### src/rtl/core/lcdtp_pkg.sv
// Shared types, constants and the init command table for the character display
// text placement block. Used by every module under rtl/core; depends on nothing.
`timescale 1ns / 1ps

package lcdtp_pkg;

  // Default geometry and queue size.
  localparam int LINE_LEN_DEFAULT    = 20;
  localparam int QUEUE_DEPTH_DEFAULT = 4;

  // Display command bytes of the init sequence.
  localparam logic [7:0] CMD_FUNCTION_SET  = 8'h38;
  localparam logic [7:0] CMD_DISPLAY_BLINK = 8'h0F;
  localparam logic [7:0] CMD_CLEAR         = 8'h01;
  localparam logic [7:0] CMD_ENTRY_MODE    = 8'h06;

  // Character codes with a meaning of their own.
  localparam logic [7:0] CH_SPACE      = 8'h20;
  localparam logic [7:0] CH_RETURN     = 8'h0D;
  localparam logic [7:0] CH_RESET_PREV = 8'h61;

  // Reset values of the configuration registers.
  localparam logic [7:0] LINE_TWO_RESET    = 8'hC0;
  localparam logic [7:0] LINE_THREE_RESET  = 8'h94;
  localparam logic [7:0] LINE_FOUR_RESET   = 8'hD4;
  localparam logic [7:0] CLEAR_AFTER_RESET = 8'h3B;
  localparam logic [7:0] CLEAR_KEY_RESET   = 8'h2E;

  // Configuration register indexes.
  localparam int CFG_ADDR_W = 3;
  typedef enum logic [CFG_ADDR_W-1:0] {
    REG_LINE_TWO    = 3'd0,
    REG_LINE_THREE  = 3'd1,
    REG_LINE_FOUR   = 3'd2,
    REG_CLEAR_AFTER = 3'd3,
    REG_CLEAR_KEY   = 3'd4
  } cfg_reg_t;

  // Character source codes.
  localparam logic SRC_LINK   = 1'b0;
  localparam logic SRC_KEYPAD = 1'b1;

  // Segments of one item's write plan, in emission order.
  localparam int SEG_W    = 5;
  localparam int SEG_PRE  = 0;  // forced re-init before a link character
  localparam int SEG_DATA = 1;  // the character data write
  localparam int SEG_ADDR = 2;  // set-address for the next line
  localparam int SEG_MID  = 3;  // re-init after the fourth line filled
  localparam int SEG_POST = 4;  // re-init after the keypad clear key
  localparam logic [SEG_W-1:0] SEG_INIT_MASK = 5'b11001;

  localparam logic [1:0] INIT_STEP_LAST = 2'd3;

  typedef struct packed {
    logic [7:0] line_two_addr;
    logic [7:0] line_three_addr;
    logic [7:0] line_four_addr;
    logic [7:0] clear_after;
    logic [7:0] clear_key;
  } cfg_t;

  typedef struct packed {
    logic [SEG_W-1:0] seg;
    logic [7:0]       data;
    logic             uplink;
    logic [7:0]       addr;
  } plan_t;

  // Init command for each step of the re-init sequence.
  function automatic logic [7:0] init_cmd(input logic [1:0] step);
    logic [7:0] cmd;
    case (step)
      2'd0:    cmd = CMD_FUNCTION_SET;
      2'd1:    cmd = CMD_DISPLAY_BLINK;
      2'd2:    cmd = CMD_CLEAR;
      default: cmd = CMD_ENTRY_MODE;
    endcase
    return cmd;
  endfunction

endpackage

### src/rtl/core/lcdtp_front.sv
// Front end: accepts characters, tracks cursor line, column and last link
// character, and turns each character into a write plan. Uses lcdtp_pkg.
`timescale 1ns / 1ps

module lcdtp_front #(
  parameter int LINE_LEN = lcdtp_pkg::LINE_LEN_DEFAULT
) (
  input  logic               clk,
  input  logic               rst,
  input  lcdtp_pkg::cfg_t    cfg,
  input  logic               in_valid,
  output logic               in_ready,
  input  logic               in_action,
  input  logic [7:0]         in_char,
  output logic               plan_valid,
  output lcdtp_pkg::plan_t   plan,
  input  logic               plan_ready
);

  localparam int COL_W = $clog2(LINE_LEN + 1);

  logic [1:0]       line;
  logic [COL_W-1:0] col;
  logic [7:0]       prev;

  logic [1:0]       line_next;
  logic [COL_W-1:0] col_next;
  logic [7:0]       prev_next;

  logic             accept;
  logic             is_link;
  logic             pre;
  logic [1:0]       line0;
  logic [COL_W-1:0] col0;
  logic             drop;
  logic [COL_W-1:0] col_inc;
  logic             new_line;
  logic [2:0]       line_inc;
  logic             mid;
  logic             addr_en;
  logic             post;
  logic [7:0]       addr;

  // Classify the character and work out the cursor after it.
  always_comb begin
    accept   = in_valid && plan_ready;
    is_link  = (in_action == lcdtp_pkg::SRC_LINK);
    pre      = is_link && (prev == cfg.clear_after);
    line0    = pre ? 2'd0 : line;
    col0     = pre ? '0 : col;
    drop     = (col0 == '0) && (in_char == lcdtp_pkg::CH_SPACE);
    col_inc  = col0 + COL_W'(1);
    new_line = !drop && ((col_inc == COL_W'(LINE_LEN)) || (in_char == lcdtp_pkg::CH_RETURN));
    line_inc = {1'b0, line0} + 3'd1;
    mid      = new_line && (line_inc == 3'd4);
    addr_en  = new_line && !mid;
    post     = !is_link && (in_char == cfg.clear_key);

    case (line_inc[1:0])
      2'd1:    addr = cfg.line_two_addr;
      2'd2:    addr = cfg.line_three_addr;
      default: addr = cfg.line_four_addr;
    endcase

    line_next = line0;
    col_next  = col0;
    prev_next = is_link ? in_char : prev;
    if (!drop) begin
      if (new_line) begin
        col_next  = '0;
        line_next = line_inc[1:0];
      end else begin
        col_next = col_inc;
      end
    end
    if (mid || post) begin
      line_next = 2'd0;
      col_next  = '0;
      prev_next = lcdtp_pkg::CH_RESET_PREV;
    end
  end

  // Build the plan; an item that writes nothing is not queued.
  always_comb begin
    plan.seg                      = '0;
    plan.seg[lcdtp_pkg::SEG_PRE]  = pre;
    plan.seg[lcdtp_pkg::SEG_DATA] = !drop;
    plan.seg[lcdtp_pkg::SEG_ADDR] = addr_en;
    plan.seg[lcdtp_pkg::SEG_MID]  = mid;
    plan.seg[lcdtp_pkg::SEG_POST] = post;
    plan.data                     = in_char;
    plan.uplink                   = !is_link;
    plan.addr                     = addr;
    plan_valid                    = accept && (plan.seg != '0);
  end

  assign in_ready = plan_ready;

  // Cursor and last received link character.
  always_ff @(posedge clk) begin
    if (rst) begin
      line <= 2'd0;
      col  <= '0;
      prev <= lcdtp_pkg::CH_RESET_PREV;
    end else if (accept) begin
      line <= line_next;
      col  <= col_next;
      prev <= prev_next;
    end
  end

  // The column never reaches the line length.
  a_col_range: assert property (@(posedge clk) disable iff (rst)
    col < COL_W'(LINE_LEN))
    else $error("column out of range");

  // A keypad clear key leaves the cursor at home and the history cleared.
  a_key_clear: assert property (@(posedge clk) disable iff (rst)
    (accept && !is_link && (in_char == cfg.clear_key)) |=>
      (line == 2'd0 && col == '0 && prev == lcdtp_pkg::CH_RESET_PREV))
    else $error("keypad clear did not reset the cursor");

endmodule

### src/rtl/core/lcdtp_queue.sv
// Short plan queue between the front and back ends of the placement block.
// Uses lcdtp_pkg for the plan type.
`timescale 1ns / 1ps

module lcdtp_queue #(
  parameter int DEPTH = lcdtp_pkg::QUEUE_DEPTH_DEFAULT
) (
  input  logic             clk,
  input  logic             rst,
  input  logic             push,
  input  lcdtp_pkg::plan_t push_plan,
  output logic             push_ready,
  input  logic             pop,
  output logic             head_valid,
  output lcdtp_pkg::plan_t head
);

  localparam int PTR_W = (DEPTH > 1) ? $clog2(DEPTH) : 1;
  localparam int CNT_W = $clog2(DEPTH + 1);

  lcdtp_pkg::plan_t mem [DEPTH];

  logic [PTR_W-1:0] wr_ptr;
  logic [PTR_W-1:0] rd_ptr;
  logic [CNT_W-1:0] count;
  logic [PTR_W-1:0] rd_ptr_next;

  assign push_ready  = (count != CNT_W'(DEPTH));
  assign head_valid  = (count != '0);
  assign rd_ptr_next = pop ? ((rd_ptr == PTR_W'(DEPTH - 1)) ? '0 : rd_ptr + PTR_W'(1))
                           : rd_ptr;

  // Storage write and registered head read; a plan pushed to the next read
  // address is forwarded straight into the head register.
  always_ff @(posedge clk) begin
    if (push) begin
      mem[wr_ptr] <= push_plan;
    end
    if (push && (wr_ptr == rd_ptr_next)) begin
      head <= push_plan;
    end else begin
      head <= mem[rd_ptr_next];
    end
  end

  // Pointers and fill count.
  always_ff @(posedge clk) begin
    if (rst) begin
      wr_ptr <= '0;
      rd_ptr <= '0;
      count  <= '0;
    end else begin
      if (push) begin
        wr_ptr <= (wr_ptr == PTR_W'(DEPTH - 1)) ? '0 : wr_ptr + PTR_W'(1);
      end
      rd_ptr <= rd_ptr_next;
      if (push && !pop) begin
        count <= count + CNT_W'(1);
      end else if (pop && !push) begin
        count <= count - CNT_W'(1);
      end
    end
  end

  // The fill count stays within the depth.
  a_count_range: assert property (@(posedge clk) disable iff (rst)
    count <= CNT_W'(DEPTH))
    else $error("queue count out of range");

endmodule

### src/rtl/core/lcdtp_back.sv
// Back end: walks the head plan segment by segment and issues one display write
// word per cycle into an output register unless m_ready stalls. Uses lcdtp_pkg.
`timescale 1ns / 1ps

module lcdtp_back (
  input  logic             clk,
  input  logic             rst,
  input  logic             head_valid,
  input  lcdtp_pkg::plan_t head,
  output logic             pop,
  output logic             m_valid,
  input  logic             m_ready,
  output logic [7:0]       m_data,
  output logic [1:0]       m_user,
  output logic             m_last
);

  localparam int SW = lcdtp_pkg::SEG_W;

  logic [SW-1:0] done;
  logic [1:0]    sub;

  logic [SW-1:0] live;
  logic [SW-1:0] cur;
  logic [SW-1:0] rest;
  logic          seg_end;
  logic          last;
  logic          fire;
  logic          word_is_data;
  logic          word_uplink;
  logic [7:0]    word_byte;

  // Pick the current segment and form its word.
  always_comb begin
    live    = head.seg & ~done;
    cur     = live & (~live + SW'(1));
    rest    = live & ~cur;
    seg_end = ((cur & lcdtp_pkg::SEG_INIT_MASK) == '0) || (sub == lcdtp_pkg::INIT_STEP_LAST);
    last    = seg_end && (rest == '0);
    fire    = head_valid && (!m_valid || m_ready);
    pop     = fire && last;

    if (cur[lcdtp_pkg::SEG_DATA]) begin
      word_is_data = 1'b1;
      word_uplink  = head.uplink;
      word_byte    = head.data;
    end else if (cur[lcdtp_pkg::SEG_ADDR]) begin
      word_is_data = 1'b0;
      word_uplink  = 1'b0;
      word_byte    = head.addr;
    end else begin
      word_is_data = 1'b0;
      word_uplink  = 1'b0;
      word_byte    = lcdtp_pkg::init_cmd(sub);
    end
  end

  // Segment progress and the output register.
  always_ff @(posedge clk) begin
    if (rst) begin
      done    <= '0;
      sub     <= 2'd0;
      m_valid <= 1'b0;
    end else begin
      if (fire) begin
        m_valid <= 1'b1;
        if (last) begin
          done <= '0;
          sub  <= 2'd0;
        end else if (seg_end) begin
          done <= done | cur;
          sub  <= 2'd0;
        end else begin
          sub <= sub + 2'd1;
        end
      end else if (m_ready) begin
        m_valid <= 1'b0;
      end
    end
  end

  always_ff @(posedge clk) begin
    if (fire) begin
      m_data <= word_byte;
      m_user <= {word_uplink, word_is_data};
      m_last <= last;
    end
  end

  // A queued plan always has a segment left to issue.
  a_live_seg: assert property (@(posedge clk) disable iff (rst)
    head_valid |-> (live != '0))
    else $error("head plan has no segment left");

  // A re-init walk in progress keeps its plan at the head.
  a_sub_held: assert property (@(posedge clk) disable iff (rst)
    (sub != 2'd0) |-> (head_valid && ((cur & lcdtp_pkg::SEG_INIT_MASK) != '0)))
    else $error("init step count without an init segment");

endmodule

### src/rtl/core/char_lcd_text_placement.sv
// Top level of the character display text placement block: configuration
// registers, front end, plan queue and back end. Uses lcdtp_pkg and rtl/core modules.
`timescale 1ns / 1ps

// Takes one character per input word (tuser selects link or keypad) and
// produces the display write words it causes: zero to nine per character,
// each marked data or command, with tlast on the final word of a character.
// The front end takes a new character every cycle as long as the plan queue
// (QUEUE_DEPTH entries) has room; the back end issues one display word per
// cycle while it has words pending and m_axis_tready does not stall it.
// Configuration must be written through cfg_we, cfg_addr and cfg_wdata only
// while no character is in flight; the block does not enforce this.

module char_lcd_text_placement #(
  parameter int LINE_LEN    = lcdtp_pkg::LINE_LEN_DEFAULT,
  parameter int QUEUE_DEPTH = lcdtp_pkg::QUEUE_DEPTH_DEFAULT
) (
  input  logic                           clk,
  input  logic                           rst,
  input  logic                           cfg_we,
  input  logic [lcdtp_pkg::CFG_ADDR_W-1:0] cfg_addr,
  input  logic [7:0]                     cfg_wdata,
  input  logic                           s_axis_tvalid,
  output logic                           s_axis_tready,
  input  logic [7:0]                     s_axis_tdata,  // [7:0] char_byte
  input  logic                           s_axis_tuser,  // [0] action
  output logic                           m_axis_tvalid,
  input  logic                           m_axis_tready,
  output logic [7:0]                     m_axis_tdata,  // [7:0] lcd_byte
  output logic [1:0]                     m_axis_tuser,  // [0] lcd_is_data, [1] uplink_send
  output logic                           m_axis_tlast
);

  lcdtp_pkg::cfg_t  cfg;
  lcdtp_pkg::plan_t plan;
  lcdtp_pkg::plan_t head;
  logic             plan_valid;
  logic             plan_ready;
  logic             head_valid;
  logic             pop;

  // Configuration registers.
  always_ff @(posedge clk) begin
    if (rst) begin
      cfg.line_two_addr   <= lcdtp_pkg::LINE_TWO_RESET;
      cfg.line_three_addr <= lcdtp_pkg::LINE_THREE_RESET;
      cfg.line_four_addr  <= lcdtp_pkg::LINE_FOUR_RESET;
      cfg.clear_after     <= lcdtp_pkg::CLEAR_AFTER_RESET;
      cfg.clear_key       <= lcdtp_pkg::CLEAR_KEY_RESET;
    end else if (cfg_we) begin
      case (lcdtp_pkg::cfg_reg_t'(cfg_addr))
        lcdtp_pkg::REG_LINE_TWO:    cfg.line_two_addr   <= cfg_wdata;
        lcdtp_pkg::REG_LINE_THREE:  cfg.line_three_addr <= cfg_wdata;
        lcdtp_pkg::REG_LINE_FOUR:   cfg.line_four_addr  <= cfg_wdata;
        lcdtp_pkg::REG_CLEAR_AFTER: cfg.clear_after     <= cfg_wdata;
        lcdtp_pkg::REG_CLEAR_KEY:   cfg.clear_key       <= cfg_wdata;
        default: ;
      endcase
    end
  end

  // Character classification and cursor tracking.
  lcdtp_front #(
    .LINE_LEN (LINE_LEN)
  ) u_front (
    .clk        (clk),
    .rst        (rst),
    .cfg        (cfg),
    .in_valid   (s_axis_tvalid),
    .in_ready   (s_axis_tready),
    .in_action  (s_axis_tuser),
    .in_char    (s_axis_tdata),
    .plan_valid (plan_valid),
    .plan       (plan),
    .plan_ready (plan_ready)
  );

  // Plans waiting for the back end.
  lcdtp_queue #(
    .DEPTH (QUEUE_DEPTH)
  ) u_queue (
    .clk        (clk),
    .rst        (rst),
    .push       (plan_valid),
    .push_plan  (plan),
    .push_ready (plan_ready),
    .pop        (pop),
    .head_valid (head_valid),
    .head       (head)
  );

  // Display write word generation.
  lcdtp_back u_back (
    .clk        (clk),
    .rst        (rst),
    .head_valid (head_valid),
    .head       (head),
    .pop        (pop),
    .m_valid    (m_axis_tvalid),
    .m_ready    (m_axis_tready),
    .m_data     (m_axis_tdata),
    .m_user     (m_axis_tuser),
    .m_last     (m_axis_tlast)
  );

endmodule
### config.mk
export PLATFORM = sky130hd
export DESIGN_NAME = char_lcd_text_placement
export DESIGN_NICKNAME = d
export VERILOG_FILES = /design/src/rtl/core/lcdtp_pkg.sv /design/src/rtl/core/lcdtp_front.sv /design/src/rtl/core/lcdtp_queue.sv /design/src/rtl/core/lcdtp_back.sv /design/src/rtl/core/char_lcd_text_placement.sv
export SDC_FILE = /design/constraint.sdc
export NUM_CORES = 1
export LEC_CHECK = 0
export BUFFER_PORTS_ARGS = -buffer_cell sky130_fd_sc_hd__buf_4
export CORE_MARGIN = 4
export CORE_UTILIZATION = 50
export CTS_CLUSTER_DIAMETER = 150
export CTS_CLUSTER_SIZE = 14
export DETAILED_ROUTE_END_ITERATION = 6
export PLACE_DENSITY = 0.68
export SLEW_MARGIN = 20
export SYNTH_ARGS = -nofsm -noshare
export SYNTH_HDL_FRONTEND = slang
export SYNTH_SLANG_ARGS = --single-unit
### constraint.sdc
create_clock -name clk -period 3.07 [get_ports clk]
set_input_delay 0.4605 -clock clk [delete_from_list [all_inputs] [get_ports clk]]
set_output_delay 0.4605 -clock clk [all_outputs]
set_load 0.1 [all_outputs]
==> reports/metrics.cfg <==
[worst_hold_path]
holdCritPathClass=in2reg
hp-start=s_axis_tdata[1]

[synthesis]
synth_warnings=0
syn_nets=613
synthFlopType=edfxtp_1
synth-edff-count=99
synth_cell_types=60
ys_ff_latch=171
async_flop_share_pct=0
synth_cells=571
netlist_area_sq_mm=0.00721
yosysSeqAreaShare_pct=61.2
avgSynthCellArea_sq_um=12.6

[floorplanning]
die-area_sq_mm=0.0164
die_h_um=128
start_util_pct=51.5
design.portCount=38
die_w_um=128
core_sq_mm=0.0140
num_rows=43

[setup_path]
cp.required_ns=3.43
reg2regPathDepth=15
cp-end-kind=flop
cp-endpoint=u_queue.count[2]
r2r_slack_ns=0.1
start_kind=flop
r2r-start=cfg[12]
crit_path_max_fanout=3
reg2reg_to=u_queue.count[2]
cp_data_arrival_time_ns=3.33
path_class=reg2reg
cp-startpoint=cfg[12]

[power]
switching_share_pct=34.3
comb_power_share_pct=30.0
vdd_drop_max_v=0.000449
pwr-share-seq_pct=41.6
p_per_area_mw_per_mm2=825
power_switching_mw=2.40
internal_power_mw=4.60
finalPower_mw=7.00
leakagePower_nw=3.13
clockPowerShare_pct=28.4

[sta]
grt_setup_unrepaired=true
final-max-slew-violation-count=0
fmax_mhz=336
worst_slack_ns=0.0965
fin_crit_ns=2.97
fin_crit_sh_pct=96.9
hold_violations=0
setup_violations=0
fin_skew_ns=0.00764
slew_headroom_pct=57.7
tightest_slew_ns=0.628

[placed_design]
gp_congestion=0.846
io_buffers=37
dp_slack_ns=-0.00506
hpwl_um=9940

[global_route]
grt_pass1_vias=4600
grt_max_degree=25
overflow=0
antenna_found_initial=0
grt_pass1_wl_um=23500
grt_usage_pct=18.6

[clocking]
ctsHtreeMaxLevel=4
cts_tree=built
cts-root-buf=clkbuf_16
cts_max_path_buffers=2
path_clk_slew_ns=0.06
clk_latency_ns=0.42
holdBufCountCts=0
cts.sinks=171
cts_buffers=17

[route]
viasPerCell=5.62
vias=4636
routed_wl_um=14400
drc=0
wl_per_cell_um=17.5
detail-route-antenna-nets=0
drt_iter0_markers=304
drt_pass1_iterations=5

[flow_run]
timing.max_cap.violations=0

[status]
outcome=finished, final reports clean

[cells_and_area]
syn_to_final_growth_pct=17.7
drive_above_1_share_pct=19.7
final_nets=674
n_antenna_cell=0

[critical path: stages (launching register included)]
cell     delay, ns
dfxtp_1       0.32
xnor2_1       0.16
nand3_1       0.09
or4_4         0.56
nand2_2       0.09
ha_2          0.17
nor4b_4       0.20
nand3_2       0.12
nor2_4        0.15
a31oi_4       0.10
ha_2          0.19
inv_1         0.07
fa_2          0.19
xor2_1        0.06
or3_1         0.32
a21oi_2       0.13
[metrics by stage]
stage / TNS [ns] / hold slack, ns / cells / util (%) / cell area [sq um]
after floorplan: 0 / 0.436 / 571 / - / 7240
after global placement: 0 / 0.443 / 791 / 56.3 / 7870
after detailed placement: -0.00506 / 0.449 / 791 / 56.3 / 7870
after CTS: 0 / 0.273 / 823 / 60.2 / 8420
after global routing: -0.0454 / 0.282 / 825 / 60.6 / 8480
final: 0 / 0.294 / 825 / 60.6 / 8480
[worst min path at each step]
stage,endpoint,slack (ns),depth (start not counted)
floorplan,cfg[32],0.44,2
global placement,cfg[34],0.44,2
detailed placement,cfg[35],0.45,2
CTS,u_queue.mem[1][10],0.27,1
global route,u_queue.mem[1][10],0.28,1
finish,u_queue.mem[2][10],0.29,1
[timing repair]
action / CTS / global route
buffers inserted: 0 / 2
resized for setup: 0 / 16
setup endpoints to repair: 0 / 8
[registers in the layout, indices dropped and copies added (netlist names), named ones only]
register        cells
cfg                40
u_queue.rd_ptr      2
u_queue.count       3
u_back.m_user       2
u_back.done         5
u_back.m_last       1
u_back.m_valid      1
u_back.sub          2
u_front.prev        8
u_front.col         5
u_queue.mem        88
u_back.m_data       8
u_queue.wr_ptr      2
u_front.line        2
[kinds of logic after synthesis]
group	share of synthesized area [%]
buf+inv	2.05
fa+ha+maj	3.05
flops	61.2
xor+xnor	2.43
compound gates	8.16
mux	10.6
simple gates	12.5
[area by class of cell]
class,count,area [sq um]
Sequential cell,171,4420
Fill cell,1094,5510
Inverter,18,67.6
Clock buffer,21,450
Clock inverter,11,95.1
Tap cell,180,225
Timing Repair Buffer,61,508
Multi-Input combinational cell,363,2720
[Yosys cell counts, types with 2 or more instances]
cell | count | area [sq um]
edfxtp_1 | 99 | 2970
nand2_1 | 82 | 308
dfxtp_1 | 72 | 1440
a21oi_1 | 36 | 180
nor2_1 | 36 | 135
nand3_1 | 23 | 115
mux2i_1 | 22 | 220
inv_1 | 17 | 63.8
ha_1 | 16 | 200
xnor2_1 | 15 | 131
clkbuf_1 | 13 | 48.8
mux4_2 | 13 | 293
o21ai_0 | 10 | 50.1
a22oi_1 | 9 | 67.6
mux4_1 | 9 | 236
nor3_1 | 9 | 45.0
a22o_1 | 8 | 70.1
and2_1 | 8 | 50.1
nor2b_1 | 5 | 31.3
or3_1 | 5 | 31.3
xor2_1 | 5 | 43.8
and3_1 | 4 | 25.0
buf_1 | 4 | 15.0
a31oi_1 | 3 | 18.8
a32o_1 | 3 | 30.0
nor4_1 | 3 | 18.8
o22a_1 | 3 | 26.3
a211oi_1 | 2 | 15.0
a21o_1 | 2 | 15.0
nand2b_2 | 2 | 17.5
nand4_1 | 2 | 12.5
nor4b_1 | 2 | 17.5
or4_1 | 2 | 15.0
[power groups by stage]
| stage | clock network [mW] | logic, mW | registers [mW] |
|---|---|---|---|
| 2_1_floorplan | 0 | 0.974 | 3.53 |
| 3_3_place_gp | 0 | 2.06 | 2.94 |
| 3_5_place_dp | 0 | 2.08 | 2.96 |
| 4_1_cts | 2.03 | 2.09 | 2.91 |
| 5_1_grt | 2.12 | 2.25 | 2.95 |
| 6_report | 1.99 | 2.10 | 2.91 |
[per-layer routing]
layer  vias to the layer above  routed length, um  share of wire, %  GRT usage [%]
met5                         -                  0                 0              0
met4                         0                189               1.3           6.24
met3                        15                729               5.1           4.21
met2                       131               7000                49           30.4
met1                      2259               6510                45           24.7
li1                       2231                  -                 -              -
[layout by cell type, fill, tap and decap left out, types with 3 or more instances in the layout]
cell	n
edfxtp_1	99
mux4_2	13
buf_12	4
dfxtp_2	4
nor3_1	9
o22a_1	3
xor2_1	5
dfxtp_1	68
and3_1	4
clkbuf_16	17
a32o_1	3
a22oi_1	9
nor2_1	34
xnor2_1	14
mux2i_1	22
a21oi_1	34
nand2_1	80
or3_1	5
inv_1	17
nand3_1	22
clkinv_2	4
mux4_1	9
a22o_1	8
ha_1	14
clkbuf_1	3
nor2b_1	5
a31oi_1	3
o21ai_0	10
and2_1	8
buf_4	57
nor4_1	3
(Power assumes the default switching activity.)
